<file path="config.mk">
export PLATFORM = sky130hd
export DESIGN_NAME = lowest_free_slot_allocator
export DESIGN_NICKNAME = d
export VERILOG_FILES = /design/src/hw/rtl/lfsa_pkg.sv /design/src/hw/rtl/lowest_free_slot_allocator.sv /design/src/hw/rtl/lfsa_front.sv /design/src/hw/rtl/lfsa_back.sv
export SDC_FILE = /design/constraint.sdc
export NUM_CORES = 2
export LEC_CHECK = 0
export BUFFER_PORTS_ARGS = -buffer_cell sky130_fd_sc_hd__buf_2
export CORE_MARGIN = 2
export CORE_UTILIZATION = 64
export DETAILED_ROUTE_END_ITERATION = 12
export PLACE_DENSITY = 0.88
export SLEW_MARGIN = 30
export SYNTH_ARGS = -nofsm -noshare
export SYNTH_HDL_FRONTEND = slang
export SYNTH_SLANG_ARGS = --single-unit
</file>
<file path="constraint.sdc">
create_clock -name clk -period 17 [get_ports clk]
set_clock_uncertainty 0.15 [all_clocks]
set_input_delay 3.4 -clock clk [delete_from_list [all_inputs] [get_ports clk]]
set_output_delay 3.4 -clock clk [all_outputs]
set_load 0.01 [all_outputs]
</file>
<file path="src/hw/rtl/lfsa_pkg.sv">
package lfsa_pkg;

    typedef enum logic [2:0] {
        OP_ALLOC    = 3'd0,
        OP_FREE_IDX = 3'd1,
        OP_FREE_TOP = 3'd2,
        OP_RESERVE  = 3'd3,
        OP_COMPACT  = 3'd4
    } op_t;

    typedef enum logic [1:0] {
        ST_OK      = 2'd0,
        ST_NO_ROOM = 2'd1,
        ST_INVALID = 2'd2,
        ST_NO_MOVE = 2'd3
    } status_t;

    typedef struct packed {
        logic [2:0]  operation;
        logic [9:0]  slot_index;
        logic [10:0] amount;
    } in_item_t;

    typedef struct packed {
        logic [1:0]  status;
        logic [9:0]  result_index;
        logic [9:0]  moved_from;
        logic [10:0] end_free;
        logic [10:0] in_use_count;
        logic        last;
    } out_item_t;

    // number of tracked slots, tied to the index and count field widths
    localparam int unsigned SLOTS = 1024;

    // bit width of one map memory word, scanned as a whole
    localparam int unsigned WORD_BITS = 64;

endpackage

</file>
<file path="src/hw/rtl/lowest_free_slot_allocator.sv">
// lowest-free slot allocator over a word-wide in-use map memory
// a map scan reads one 64-bit word at a time, for allocate, for a free of the top slot and
// for each compact step; reserve reads and rewrites each word that it spans
// compact results leave one per transfer once all moves are done
// throughput: one item at a time in the back end, front queue takes items meanwhile
// reset: async active low; map memory cleared word by word first
module lowest_free_slot_allocator #(
    parameter int unsigned MAX_MOVES = 16
) (
    input  logic                clk,
    input  logic                rst_n,
    input  lfsa_pkg::in_item_t  in_item,
    input  logic                push,
    output logic                full,
    output lfsa_pkg::out_item_t out_item,
    output logic                empty,
    input  logic                pop
);
    import lfsa_pkg::*;

    in_item_t cmd;
    logic     cmd_valid, cmd_take, res_valid;

    // command queue decouples the port from the executing back end
    lfsa_front #(.DEPTH(4)) u_front (
        .clk       (clk),
        .rst_n     (rst_n),
        .in_item   (in_item),
        .push      (push),
        .full      (full),
        .cmd       (cmd),
        .cmd_valid (cmd_valid),
        .cmd_take  (cmd_take)
    );

    // map memory, counters and the result register
    lfsa_back #(.MAX_MOVES(MAX_MOVES)) u_back (
        .clk       (clk),
        .rst_n     (rst_n),
        .cmd       (cmd),
        .cmd_valid (cmd_valid),
        .cmd_take  (cmd_take),
        .res       (out_item),
        .res_valid (res_valid),
        .res_take  (pop)
    );

    // result transfer happens when pop meets a waiting result
    assign empty = !res_valid;
endmodule

</file>
<file path="src/hw/rtl/lfsa_front.sv">
// front: accepts items, drops undefined codes, queues the rest
module lfsa_front #(
    parameter int unsigned DEPTH = 4
) (
    input  logic              clk,
    input  logic              rst_n,
    input  lfsa_pkg::in_item_t in_item,
    input  logic              push,
    output logic              full,
    output lfsa_pkg::in_item_t cmd,
    output logic              cmd_valid,
    input  logic              cmd_take
);
    import lfsa_pkg::*;

    localparam int unsigned AW = (DEPTH > 1) ? $clog2(DEPTH) : 1;

    in_item_t          mem [DEPTH];
    logic [AW-1:0]     wp_reg, rp_reg;
    logic [AW:0]       cnt_reg;
    logic              wr, rd, legal;

    assign legal     = (in_item.operation <= 3'(OP_COMPACT));
    assign full      = (cnt_reg == (AW+1)'(DEPTH));
    assign wr        = push && !full && legal;
    assign cmd_valid = (cnt_reg != '0);
    assign rd        = cmd_valid && cmd_take;
    assign cmd       = mem[rp_reg];

    always_ff @(posedge clk)
    begin
        if (wr)
        begin
            mem[wp_reg] <= in_item;
        end
    end

    always_ff @(posedge clk or negedge rst_n)
    begin
        if (!rst_n)
        begin
            wp_reg  <= '0;
            rp_reg  <= '0;
            cnt_reg <= '0;
        end
        else
        begin
            if (wr)
            begin
                wp_reg <= (wp_reg == AW'(DEPTH - 1)) ? '0 : wp_reg + 1'b1;
            end
            if (rd)
            begin
                rp_reg <= (rp_reg == AW'(DEPTH - 1)) ? '0 : rp_reg + 1'b1;
            end
            cnt_reg <= cnt_reg + (AW+1)'(wr) - (AW+1)'(rd);
        end
    end
endmodule

</file>
<file path="src/hw/rtl/lfsa_back.sv">
// back: executes commands over a word-organized map memory
module lfsa_back #(
    parameter int unsigned MAX_MOVES = 16
) (
    input  logic               clk,
    input  logic               rst_n,
    input  lfsa_pkg::in_item_t cmd,
    input  logic               cmd_valid,
    output logic               cmd_take,
    output lfsa_pkg::out_item_t res,
    output logic               res_valid,
    input  logic               res_take
);
    import lfsa_pkg::*;

    localparam int unsigned W    = (SLOTS < WORD_BITS) ? SLOTS : WORD_BITS;
    localparam int unsigned NW   = (SLOTS + W - 1) / W;
    localparam int unsigned WA   = (NW > 1) ? $clog2(NW) : 1;
    localparam int unsigned BA   = (W > 1) ? $clog2(W) : 1;
    localparam int unsigned SW   = $clog2(SLOTS + 1);
    localparam int unsigned IW   = $clog2(SLOTS);
    localparam int unsigned MW   = $clog2(MAX_MOVES + 1);
    localparam int unsigned MA   = (MAX_MOVES > 1) ? $clog2(MAX_MOVES) : 1;

    typedef enum logic [3:0] {
        S_CLEAR, S_IDLE, S_FIND_LO, S_FIND_HI, S_RD, S_WR,
        S_RES_RD, S_RES_WR, S_MOVE, S_EMIT, S_HOLD
    } state_t;

    logic [W-1:0] map_mem [NW];
    logic [W-1:0] rdata_reg;

    // compact moves are kept until the final map top is known
    logic [IW-1:0] mv_hole_mem [MAX_MOVES];
    logic [IW-1:0] mv_src_mem  [MAX_MOVES];

    state_t        state_reg;
    in_item_t      cmd_reg;
    logic [SW-1:0] used_reg;
    logic [IW-1:0] high_reg;
    logic [WA-1:0] wa_reg;
    logic [SW-1:0] pos_reg;      // reserve cursor / general index
    logic [SW-1:0] stop_reg;
    logic [IW-1:0] hole_reg;
    logic [MW-1:0] moves_reg;
    logic [MW-1:0] limit_reg;
    logic [MW-1:0] out_cnt_reg;  // next stored move to send
    logic          rd_pend_reg;
    logic          after_reg;    // what follows a find: 0 single op, 1 compact
    logic [1:0]    phase_reg;    // compact step within one move
    out_item_t     pend_reg;     // result being built for a single op
    out_item_t     res_reg;
    logic          res_valid_reg;

    logic          we;
    logic [WA-1:0] waddr;
    logic [W-1:0]  wdata;

    // lowest zero / highest one in the registered word
    logic [BA-1:0] lo_zero, hi_one;
    logic          has_zero, has_one;

    always_comb
    begin
        lo_zero  = '0;
        has_zero = 1'b0;
        for (int i = W - 1; i >= 0; i--)
        begin
            if (!rdata_reg[i])
            begin
                lo_zero  = BA'(i);
                has_zero = 1'b1;
            end
        end
        hi_one  = '0;
        has_one = 1'b0;
        for (int i = 0; i < W; i++)
        begin
            if (rdata_reg[i])
            begin
                hi_one  = BA'(i);
                has_one = 1'b1;
            end
        end
    end

    logic [SW-1:0] ef_now;
    assign ef_now = (used_reg == '0) ? SW'(SLOTS) : SW'(SLOTS - 1) - SW'(high_reg);

    always_ff @(posedge clk)
    begin
        if (we)
        begin
            map_mem[waddr] <= wdata;
        end
        rdata_reg <= map_mem[wa_reg];
    end

    always_ff @(posedge clk)
    begin
        if (state_reg == S_WR && cmd_reg.operation == 3'(OP_COMPACT) && phase_reg == 2'd0)
        begin
            mv_hole_mem[MA'(moves_reg)] <= hole_reg;
            mv_src_mem[MA'(moves_reg)]  <= IW'(pos_reg);
        end
    end

    assign cmd_take  = (state_reg == S_IDLE) && cmd_valid;
    assign res       = res_reg;
    assign res_valid = res_valid_reg;

    // memory write port driven from state
    logic [BA-1:0] bitsel;
    always_comb
    begin
        we     = 1'b0;
        waddr  = wa_reg;
        wdata  = rdata_reg;
        bitsel = BA'(pos_reg);
        if (state_reg == S_CLEAR)
        begin
            we    = 1'b1;
            wdata = '0;
        end
        else if (state_reg == S_WR)
        begin
            we = 1'b1;
            wdata[bitsel] = (cmd_reg.operation == 3'(OP_ALLOC)) ||
                (cmd_reg.operation == 3'(OP_COMPACT) && phase_reg == 2'd1);
        end
        else if (state_reg == S_RES_WR)
        begin
            we = 1'b1;
            for (int i = 0; i < W; i++)
            begin
                if (SW'(wa_reg) * SW'(W) + SW'(i) >= pos_reg &&
                    SW'(wa_reg) * SW'(W) + SW'(i) < stop_reg)
                begin
                    wdata[i] = 1'b1;
                end
            end
        end
    end

    function automatic out_item_t mk(input logic [1:0] st, input logic [9:0] ri,
                                     input logic [9:0] mf, input logic lst);
        out_item_t r;
        r.status       = st;
        r.result_index = ri;
        r.moved_from   = mf;
        r.end_free     = '0;
        r.in_use_count = '0;
        r.last         = lst;
        return r;
    endfunction

    // fills in the map summary taken after the whole command
    function automatic out_item_t with_tail(input out_item_t p, input logic [SW-1:0] ef,
                                            input logic [SW-1:0] cnt);
        out_item_t r;
        r              = p;
        r.end_free     = 11'(ef);
        r.in_use_count = 11'(cnt);
        return r;
    endfunction

    logic [SW-1:0] found;
    logic [SW-1:0] amt_sw;
    logic [SW-1:0] start_sw;
    assign found    = SW'(wa_reg) * SW'(W) + SW'(lo_zero);
    assign amt_sw   = (cmd.amount > 11'(SLOTS)) ? SW'(SLOTS) + 1'b1 : SW'(cmd.amount);
    assign start_sw = (used_reg == '0) ? '0 : SW'(high_reg) + 1'b1;

    always_ff @(posedge clk or negedge rst_n)
    begin
        if (!rst_n)
        begin
            state_reg     <= S_CLEAR;
            used_reg      <= '0;
            high_reg      <= '0;
            wa_reg        <= '0;
            res_valid_reg <= 1'b0;
            rd_pend_reg   <= 1'b0;
            phase_reg     <= '0;
            moves_reg     <= '0;
            limit_reg     <= '0;
            out_cnt_reg   <= '0;
            after_reg     <= 1'b0;
            pos_reg       <= '0;
            stop_reg      <= '0;
            hole_reg      <= '0;
            cmd_reg       <= '0;
            pend_reg      <= '0;
            res_reg       <= '0;
        end
        else
        begin
            if (res_valid_reg && res_take)
            begin
                res_valid_reg <= 1'b0;
            end
            case (state_reg)
                S_CLEAR:
                begin
                    wa_reg <= wa_reg + 1'b1;
                    if (wa_reg == WA'(NW - 1))
                    begin
                        wa_reg    <= '0;
                        state_reg <= S_IDLE;
                    end
                end
                S_IDLE:
                begin
                    rd_pend_reg <= 1'b1;
                    wa_reg      <= '0;
                    phase_reg   <= '0;
                    moves_reg   <= '0;
                    out_cnt_reg <= '0;
                    if (cmd_valid)
                    begin
                        cmd_reg <= cmd;
                        case (cmd.operation)
                            3'(OP_ALLOC):
                            begin
                                after_reg <= 1'b0;
                                state_reg <= S_FIND_LO;
                            end
                            3'(OP_FREE_IDX):
                            begin
                                pos_reg   <= SW'(cmd.slot_index);
                                wa_reg    <= WA'(SW'(cmd.slot_index) >> BA);
                                state_reg <= (SW'(cmd.slot_index) >= SW'(SLOTS)) ? S_EMIT : S_RD;
                                pend_reg  <= mk(ST_INVALID, cmd.slot_index, '0, 1'b1);
                            end
                            3'(OP_FREE_TOP):
                            begin
                                pos_reg   <= SW'(high_reg);
                                wa_reg    <= WA'(SW'(high_reg) >> BA);
                                pend_reg  <= mk(ST_INVALID, '0, '0, 1'b1);
                                state_reg <= (used_reg == '0) ? S_EMIT : S_RD;
                            end
                            3'(OP_RESERVE):
                            begin
                                pos_reg   <= start_sw;
                                stop_reg  <= start_sw + amt_sw;
                                wa_reg    <= WA'(start_sw >> BA);
                                if (cmd.amount == '0)
                                begin
                                    pend_reg  <= mk(ST_OK, '0, '0, 1'b1);
                                    state_reg <= S_EMIT;
                                end
                                else if (amt_sw > SW'(SLOTS) - start_sw)
                                begin
                                    pend_reg  <= mk(ST_NO_ROOM, '0, '0, 1'b1);
                                    state_reg <= S_EMIT;
                                end
                                else
                                begin
                                    pend_reg  <= mk(ST_OK, 10'(start_sw), '0, 1'b1);
                                    state_reg <= S_RES_RD;
                                end
                            end
                            default:
                            begin
                                limit_reg <= (cmd.amount < 11'(MAX_MOVES)) ?
                                    MW'(cmd.amount) : MW'(MAX_MOVES);
                                after_reg <= 1'b1;
                                state_reg <= S_MOVE;
                            end
                        endcase
                    end
                end
                S_FIND_LO:
                begin
                    // rdata is registered, valid in the cycle after the address
                    if (rd_pend_reg)
                    begin
                        rd_pend_reg <= 1'b0;
                    end
                    else if (has_zero && (found < SW'(SLOTS)))
                    begin
                        if (after_reg)
                        begin
                            hole_reg  <= IW'(found);
                            if (found >= SW'(high_reg))
                            begin
                                state_reg <= S_EMIT;
                            end
                            else
                            begin
                                phase_reg   <= 2'd0;
                                pos_reg     <= SW'(high_reg);
                                wa_reg      <= WA'(SW'(high_reg) >> BA);
                                rd_pend_reg <= 1'b1;
                                state_reg   <= S_RD;
                            end
                        end
                        else
                        begin
                            pos_reg     <= found;
                            pend_reg    <= mk(ST_OK, 10'(found), '0, 1'b1);
                            rd_pend_reg <= 1'b1;
                            state_reg   <= S_RD;
                        end
                    end
                    else if (wa_reg == WA'(NW - 1))
                    begin
                        if (after_reg)
                        begin
                            state_reg <= S_EMIT;
                        end
                        else
                        begin
                            pend_reg  <= mk(ST_NO_ROOM, '0, '0, 1'b1);
                            state_reg <= S_EMIT;
                        end
                    end
                    else
                    begin
                        wa_reg      <= wa_reg + 1'b1;
                        rd_pend_reg <= 1'b1;
                    end
                end
                S_FIND_HI:
                begin
                    if (rd_pend_reg)
                    begin
                        rd_pend_reg <= 1'b0;
                    end
                    else if (has_one)
                    begin
                        high_reg  <= IW'(SW'(wa_reg) * SW'(W) + SW'(hi_one));
                        state_reg <= (after_reg && phase_reg == 2'd1) ? S_RD : S_EMIT;
                        if (after_reg && phase_reg == 2'd1)
                        begin
                            pos_reg     <= SW'(hole_reg);
                            wa_reg      <= WA'(SW'(hole_reg) >> BA);
                            rd_pend_reg <= 1'b1;
                        end
                    end
                    else if (wa_reg == '0)
                    begin
                        high_reg  <= '0;
                        state_reg <= (after_reg && phase_reg == 2'd1) ? S_RD : S_EMIT;
                        if (after_reg && phase_reg == 2'd1)
                        begin
                            pos_reg     <= SW'(hole_reg);
                            wa_reg      <= WA'(SW'(hole_reg) >> BA);
                            rd_pend_reg <= 1'b1;
                        end
                    end
                    else
                    begin
                        wa_reg      <= wa_reg - 1'b1;
                        rd_pend_reg <= 1'b1;
                    end
                end
                S_RD:
                begin
                    if (rd_pend_reg)
                    begin
                        rd_pend_reg <= 1'b0;
                    end
                    else if (cmd_reg.operation == 3'(OP_FREE_IDX) && !rdata_reg[bitsel])
                    begin
                        state_reg <= S_EMIT;
                    end
                    else
                    begin
                        state_reg <= S_WR;
                    end
                end
                S_WR:
                begin
                    if (cmd_reg.operation == 3'(OP_ALLOC) ||
                        (cmd_reg.operation == 3'(OP_COMPACT) && phase_reg == 2'd1))
                    begin
                        // set a bit
                        if (used_reg == '0 || IW'(pos_reg) > high_reg)
                        begin
                            high_reg <= IW'(pos_reg);
                        end
                        used_reg  <= used_reg + 1'b1;
                        state_reg <= S_EMIT;
                    end
                    else
                    begin
                        // clear a bit, then rescan from it downward if it was the top
                        used_reg <= used_reg - 1'b1;
                        if (cmd_reg.operation != 3'(OP_COMPACT))
                        begin
                            pend_reg <= mk(ST_OK, 10'(pos_reg), '0, 1'b1);
                        end
                        else
                        begin
                            phase_reg <= 2'd1;
                        end
                        if (IW'(pos_reg) == high_reg && used_reg != SW'(1))
                        begin
                            rd_pend_reg <= 1'b1;
                            state_reg   <= S_FIND_HI;
                        end
                        else
                        begin
                            if (used_reg == SW'(1))
                            begin
                                high_reg <= '0;
                            end
                            if (cmd_reg.operation == 3'(OP_COMPACT))
                            begin
                                pos_reg     <= SW'(hole_reg);
                                wa_reg      <= WA'(SW'(hole_reg) >> BA);
                                rd_pend_reg <= 1'b1;
                                state_reg   <= S_RD;
                            end
                            else
                            begin
                                state_reg <= S_EMIT;
                            end
                        end
                    end
                end
                S_RES_RD:
                begin
                    rd_pend_reg <= 1'b0;
                    if (!rd_pend_reg)
                    begin
                        state_reg <= S_RES_WR;
                    end
                end
                S_RES_WR:
                begin
                    if ((SW'(wa_reg) + 1'b1) * SW'(W) >= stop_reg)
                    begin
                        used_reg  <= used_reg + (stop_reg - pos_reg);
                        high_reg  <= IW'(stop_reg - 1'b1);
                        state_reg <= S_EMIT;
                    end
                    else
                    begin
                        wa_reg      <= wa_reg + 1'b1;
                        rd_pend_reg <= 1'b1;
                        state_reg   <= S_RES_RD;
                    end
                end
                S_MOVE:
                begin
                    // start one compact move: find the lowest hole
                    if (moves_reg == limit_reg || used_reg == '0)
                    begin
                        state_reg <= S_EMIT;
                    end
                    else
                    begin
                        phase_reg   <= '0;
                        wa_reg      <= '0;
                        rd_pend_reg <= 1'b1;
                        state_reg   <= S_FIND_LO;
                    end
                end
                S_EMIT:
                begin
                    if (cmd_reg.operation == 3'(OP_COMPACT) && phase_reg == 2'd1)
                    begin
                        // one move done, look for another
                        phase_reg <= 2'd2;
                        moves_reg <= moves_reg + 1'b1;
                        state_reg <= S_HOLD;
                    end
                    else if (cmd_reg.operation == 3'(OP_COMPACT) && moves_reg == '0)
                    begin
                        if (!res_valid_reg || res_take)
                        begin
                            res_reg       <= with_tail(mk(ST_NO_MOVE, '0, '0, 1'b1),
                                                       ef_now, used_reg);
                            res_valid_reg <= 1'b1;
                            state_reg     <= S_IDLE;
                        end
                    end
                    else if (cmd_reg.operation == 3'(OP_COMPACT))
                    begin
                        // no further move: send the stored moves
                        state_reg <= S_HOLD;
                        phase_reg <= 2'd3;
                    end
                    else if (!res_valid_reg || res_take)
                    begin
                        res_reg       <= with_tail(pend_reg, ef_now, used_reg);
                        res_valid_reg <= 1'b1;
                        state_reg     <= S_IDLE;
                    end
                end
                default:
                begin
                    // S_HOLD: phase 2 tries another move first, phase 3 sends stored moves
                    if (phase_reg == 2'd2)
                    begin
                        if (moves_reg == limit_reg || used_reg == '0)
                        begin
                            phase_reg <= 2'd3;
                        end
                        else
                        begin
                            phase_reg   <= 2'd0;
                            wa_reg      <= '0;
                            rd_pend_reg <= 1'b1;
                            state_reg   <= S_FIND_LO;
                        end
                    end
                    else if (!res_valid_reg || res_take)
                    begin
                        res_reg <= with_tail(mk(ST_OK, mv_hole_mem[MA'(out_cnt_reg)],
                                                mv_src_mem[MA'(out_cnt_reg)],
                                                out_cnt_reg == moves_reg - 1'b1),
                                             ef_now, used_reg);
                        res_valid_reg <= 1'b1;
                        if (out_cnt_reg == moves_reg - 1'b1)
                        begin
                            state_reg <= S_IDLE;
                        end
                        else
                        begin
                            out_cnt_reg <= out_cnt_reg + 1'b1;
                        end
                    end
                end
            endcase
        end
    end
endmodule

</file>
== Word level (Yosys, flattened, before mapping) ==
Memories as Yosys holds them, arrays and structs flattened. A register that Yosys moved wholly into a read port is not among the register bits.
Index checks and enable logic that the tools add are counted.
Storage, ports and cells
  flip-flop bits (word level): 159
  bits in latches: 0
  bits in writable memories: 1440
  ROM bits: 0
  input bits: 28
  output and inout port bits: 47
  word-level logic and storage cells: 940
  memories: 4
Operators by class
  $add $sub $neg: 84
  multipliers: 0
  div/mod/pow operators: 0
  $lt $le $gt $ge: 138
  eq/ne operators: 65
  shifts and indexed selects: 0
  multiplexer cells: 482
  bitwise gates (word level): 8
  reduce and logical (&&, ||, !) cells: 131
Memories
  u_back.map_mem: depth 16, bits a word 64, read ports 1, clocked after memory_dff 1, write ports 1, line lfsa_back.sv:30  | logic [W-1:0] map_mem [NW];
  u_back.mv_hole_mem: depth 16, bits a word 10, read ports 1, clocked after memory_dff 0, write ports 1, line lfsa_back.sv:34  | logic [IW-1:0] mv_hole_mem [MAX_MOVES];
  u_back.mv_src_mem: depth 16, bits a word 10, read ports 1, clocked after memory_dff 0, write ports 1, line lfsa_back.sv:35  | logic [IW-1:0] mv_src_mem [MAX_MOVES];
  u_front.mem: depth 4, bits a word 24, read ports 1, clocked after memory_dff 0, write ports 1, line lfsa_front.sv:18  | in_item_t mem [DEPTH];
Operators with widths (number)
  $mux 45: 16
  $ge 11x11->1: 64
  $lt 11x11->1: 63
  $mux 6: 96
  $add 10x6->11 const B: 32
  $pmux 45 s3: 2
  $mux 1: 225
  $mux 4: 55
  $mux 64: 3
  $mux 11: 17
  $add 10x5->11 const B: 16
  $mux 5: 21
  $pmux 45 s2: 1
  $add 10x4->11 const B: 8
  $mux 10: 8
  $logic_and 1x1->1: 78
  $bwmux 64: 1
  $add 10x3->11 const B: 4
  $mux 44: 1
  $pmux 11 s4: 1
  $reduce_and 11->1: 4
  $pmux 4 s10: 1
  $ne 2x2->1 const B: 18
  $pmux 11 s3: 1
  other kinds (87): 172

== Logic depth before layout (Yosys ltp) ==
  depth in word-level cells: 71
  mapped depth: 22

== Cells and area by module ==
From an unflattened synthesis, not the netlist that was laid out.
Unflattened totals
  cells, all modules: 4293
  area, all modules: 71572.4 um^2
Modules (own cells, without submodules)
  lfsa_back: instances 1, cells each 4126, area an instance 67649.9 um^2
  lfsa_front: instances 1, cells each 166, area an instance 3918.8 um^2
  lowest_free_slot_allocator: instances 1, cells each 1, area an instance 3.8 um^2

== Worst setup path after synthesis ==
OpenSTA, ideal clock, no wires.
  path kind: reg-to-reg
  start: register u_back.wa_reg[0]
  end: memory u_back.map_mem[0][0] (netlist bit) (enable)
  data arrival time: 5767 ps
  slack: 10518 ps
  cell stages (with the launch flop): 7
  path buffers: 2
  cell sequence: dfrtp_1 clkbuf_1 clkbuf_1 inv_1 ha_1 nand2_1 nor3_1
RTL lines
  start: declaration: line lfsa_back.sv:41  | logic [WA-1:0] wa_reg;
  start signal: assignment: line lfsa_back.sv:205  | wa_reg <= wa_reg + 1'b1;
  start signal: assignment: line lfsa_back.sv:231  | wa_reg <= WA'(SW'(cmd.slot_index) >> BA);
  start signal: assignment: line lfsa_back.sv:238  | wa_reg <= WA'(SW'(high_reg) >> BA);
  end: declaration: line lfsa_back.sv:30
Straight into the memory's write port.

== Worst setup path in the final report ==
  start: register u_back.used_reg[4]
  end: register u_back.pend_reg[33] (netlist bit)
Between the ends
  cells in the longest elaborated chain, start to end: 9
RTL lines
  start: declaration: line lfsa_back.sv:39  | logic [SW-1:0] used_reg;
  start signal: assignment: line lfsa_back.sv:383  | used_reg <= used_reg + 1'b1;
  start signal: assignment: line lfsa_back.sv:389  | used_reg <= used_reg - 1'b1;
  start signal: assignment: line lfsa_back.sv:435  | used_reg <= used_reg + (stop_reg - pos_reg);
  $logic_not 11->1 *: line lfsa_back.sv:172  | assign start_sw = (used_reg == '0) ? '0 : SW'(high_reg) + 1'b1;
  $mux 11 *: line lfsa_back.sv:172
  $sub 11x11->11: line lfsa_back.sv:252  | else if (amt_sw > SW'(SLOTS) - start_sw)
  $gt 11x11->1: line lfsa_back.sv:252
  $mux 44 *: line lfsa_back.sv:252
  $mux 45 *: line lfsa_back.sv:247  | if (cmd.amount == '0)
  $pmux 45 s3 *: line lfsa_back.sv:222  | case (cmd.operation)
  $mux 45 *: line lfsa_back.sv:219  | if (cmd_valid)
  $pmux 45 s3 *: line lfsa_back.sv:202  | case (state_reg)
  end signal: assignment: line lfsa_back.sv:233  | pend_reg <= mk(ST_INVALID, cmd.slot_index, '0, 1'b1);
  end signal: assignment: line lfsa_back.sv:249  | pend_reg <= mk(ST_OK, '0, '0, 1'b1);
  end signal: assignment: line lfsa_back.sv:254  | pend_reg <= mk(ST_NO_ROOM, '0, '0, 1'b1);
  end: declaration: line lfsa_back.sv:51  | out_item_t pend_reg;
Mark *: on every way between the ends. The rest lies on a longest branch, timed or not. The select of a mux whose other input is x is not followed.
A chain may end at the register's enable or synchronous reset.

==> key figures <==
Clocking
  – CTS tree: yes
  – CTS root buf: clkbuf_16
  – Clock Tree Buf Depth: 3
  – # Post-CTS Setup Buffers: 0
  – Skew-Pair Late Insertion Delay: 820 ps
  – Cts hold-fix bufs: 0
  – CTS Buf Count: 157
  – Clock transition at path regs: 60 ps
  – Sink Count: 1653
  – H-tree lvl count: 4
  – Post-cts sizing count: 0

Worst setup path
  – Critical Path RT: 17580 ps
  – R2R Setup Slk: 11020 ps
  – Critical Path End Type: flop
  – Startpoint Class: flop
  – Worst Setup SP: u_back.used_reg[4]
  – Reg2reg path depth: 16
  – RR Startpoint: u_back.used_reg[4]
  – Slowest cell on crit path: and4b_1
  – Worst path max stage delay: 800 ps
  – R2r endpoint: u_back.pend_reg[33]
  – WS Path Type: flop to flop
  – Worst EP arrival: 6560 ps
  – Worst Path Max Fanout: 19
  – CP endpoint: u_back.pend_reg[33]
  – Most frequent CP cell: nor4_1
  – Worst path cell trace: nor4_1 > and4b_1 > nor2_1 > nor4_1 > o21ai_0 > nor4_1 > xor2_1 > ha_1 > a211o_1 > a21oi_1 > nor2b_1 > a221oi_1 > nor3_1 > inv_1 > o311ai_0 > o22a_1

Synth
  – EDFF count, synth: 1440
  – Area contributors post-synth: edfxtp_1 (61%), mux4_2 (14%), dfrtp_1 (5.2%)
  – Yosys reg bits: 1653
  – Post-Syn Area: 71400 um2
  – Simple-gate share of the synthesized area: 5.52%
  – Syn_nets: 4445
  – Synth Flop Type: edfxtp_1
  – Post-synthesis mux area share: 15.1%
  – Yosys top cell area share: 60.6%
  – Mapped Cells: 4315
  – Largest area contributor in the netlist: edfxtp_1
  – Commonest cells post-synth: edfxtp_1 (1440), mux4_2 (448), nand2_1 (228)
  – Number of library cell types mapped by synthesis: 91
  – Synth Area in Adders: 1.93%
  – Compound-Gate Fraction of Synth Area: 6.88%
  – Xor/xnor share of the synthesized area: 0.822%
  – Leading cell type by number of instances after synthesis: edfxtp_1
  – Main combinational cell family by area after synthesis: multiplexers
  – Fraction of registers with async set/reset: 9.01%
  – Sequential area share after synthesis: 67.6%
  – Mean area per synthesized cell: 16.5 um2
  – Synth warnings: 0

Pwr
  – Final Power: 15000 uW
  – PwrDens: 189 nW/um2
  – Internal: 9370 uW
  – Reg power frac: 41.2%
  – NetSw: 5590 uW
  – Cell leakage power: 0.0261 uW
  – Logic pwr share: 35.5%
  – Sw frac: 37.4%
  – Peak supply drop: 123 uV
  – Clk pwr share: 23.3%

Final layout
  – Final nets: 4564
  – Fill cells: 6461
  – FF/Latch Area: 48300 um2
  – Area grow syn2layout: 11.1%
  – Multi-input gate area: 21900 um2
  – Number of flip-flops in the largest register: 1024
  – Largest regs: u_back.map_mem x1024, u_back.mv_hole_mem x160, u_back.mv_src_mem x160
  – Largest reg by FF count: u_back.map_mem
  – Layout cells sized above 1: 22.5%

STA
  – Final hold vios: 0
  – Slew @ Worst Pin: 1080 ps
  – Setup ws final: 11020 ps
  – Setup TNS: 0 ps
  – Fmax: 167 MHz
  – Fin crit share: 35.2%
  – Slew Limit Fails: 0
  – Min Tclk post-route: 5980 ps
  – Rel. slew slack: 28.1%
  – # setup viols final: 0
  – RSZ-0062 raised after global routing: false

Global route
  – Initial antenna violation count: 5
  – GRT Total Usage: 38.1%
  – Vias in the first global route: 44600
  – Largest net degree at the start of global routing: 113
  – Grt ovf: 0
  – First-pass GRT wire length: 308 mm

Floorplanning
  – Row count: 122
  – Core Area: 111000 um2
  – Top-level I/O count: 75
  – Starting Density: 64.5%
  – Die area: 114000 um2
  – Die Y: 338 um
  – Die Wd: 338 um

Routing
  – First-pass detailed-route iteration total: 11
  – Met2 Wirelength: 103 mm
  – Highest Signal Layer: met5
  – Routed met3 length: 23.6 mm
  – Drt wl/cell: 35.3 um
  – Routed Antenna Nets: 0
  – Residual DRC: 0
  – Metal1 wirelength: 72.0 mm
  – Via density: 7.38
  – Initial DRC count: 7260
  – Via count: 44700
  – Drt total wl: 214 mm

Min path
  – Hold Path Class: flop to flop

Flow run
  – Max-cap violation count: 0

Placement
  – RePlAce Congestion: 1.02
  – Port Buffers: 74
  – Post-Place Worst Slack: 11090 ps
  – HPWL after DPL: 126 mm

Run status
  – Outcome: finished, final reports clean
[cells by family after synthesis]
| logic type | Yosys count |
|---|---|
| AO/OA/AOI/OAI | 762 |
| AND/OR/NAND/NOR | 822 |
| XOR/XNOR | 67 |
| adder cells (fa/ha/maj) | 103 |
| buffers and inverters | 399 |
| multiplexers | 509 |
| flip-flops | 1653 |
[how the worst min path moves through the flow]
stage          depth (start not counted)            endpoint  slack, ps                from
6_report                               2       u_back.res[5]        330       u_back.res[5]
2_1_floorplan                          1  u_back.pend_reg[0]        290  u_back.pend_reg[0]
5_1_grt                                1  u_back.pend_reg[0]        370  u_back.pend_reg[0]
3_5_place_dp                           1  u_back.pend_reg[0]        310  u_back.pend_reg[0]
3_3_place_gp                           1  u_back.pend_reg[0]        310  u_back.pend_reg[0]
4_1_cts                                1  u_back.pend_reg[0]        330  u_back.pend_reg[0]
[layer usage]
metal | vias to the layer above | global-route usage [%]
met3 | 1087 | 9.68
met2 | 3597 | 60.8
met4 | 2 | 22.9
li1 | 17600 | -
met5 | - | 0
met1 | 22400 | 47.5
[critical path, delay by kind of cell (launching register included)]
kind / cells / cell delay (ps)
AO/OA/AOI/OAI: 6 / 1510
flip-flops: 1 / 430
XOR/XNOR: 1 / 200
buffers and inverters: 1 / 150
AND/OR/NAND/NOR: 7 / 3150
adder cells (fa/ha/maj): 1 / 290
[placed cells by master (no fill, tap or decap), types with 26 or more instances in the layout]
cell type  netlist  routed
and2_1          33      31
inv_1          111     111
nor2_1         212     192
nor2b_1         32      32
dfrtp_1        149     139
o31ai_1         28      28
xnor2_1         41      41
a211oi_1        35      30
o21ai_0        181     180
mux2i_1         29      29
mux4_2         448     448
clkbuf_16        0     161
nand2_1        228     228
nor4_1          41      38
clkbuf_1       201      45
and3_1          31      31
a21oi_1        221     217
xor2_1          26      26
a31oi_1         38      38
dfxtp_1         64      64
a221oi_1        63      63
buf_2           35      73
nand4_1         41      41
edfxtp_1      1440    1440
nand3_1         67      67
nor3_1          73      66
buf_4            1     157
ha_1            90      90
[power groups by stage]
stage	combinational, uW	clock, uW	sequential [uW]
finish	5310	3480	6170
global route	5620	3640	6170
CTS	5140	3510	6100
detailed placement	5050	0	6170
global placement	4900	0	6130
floorplan	3490	0	5800
[area by class of cell]
cell class / count / share of cell area [%]
diodes: 2 / 0.00631
clock buffers: 218 / 5.50
clock inverters: 73 / 0.893
inverters: 114 / 0.540
multi-input cells: 2263 / 27.6
flip-flops and latches: 1653 / 60.9
well taps: 1488 / 2.35
repair buffers: 245 / 2.26
[through the flow]
step	hold WS, ps	utilization, %	area, um2	instances
after global placement	307	66.8	74000	5758
after floorplan	290	-	71400	4315
after global routing	366	71.7	79300	6054
after detailed placement	314	66.9	74100	5760
after CTS	334	71.5	79100	6051
final	333	71.7	79300	6056
Note: power is estimated with default switching activity, not from simulation.
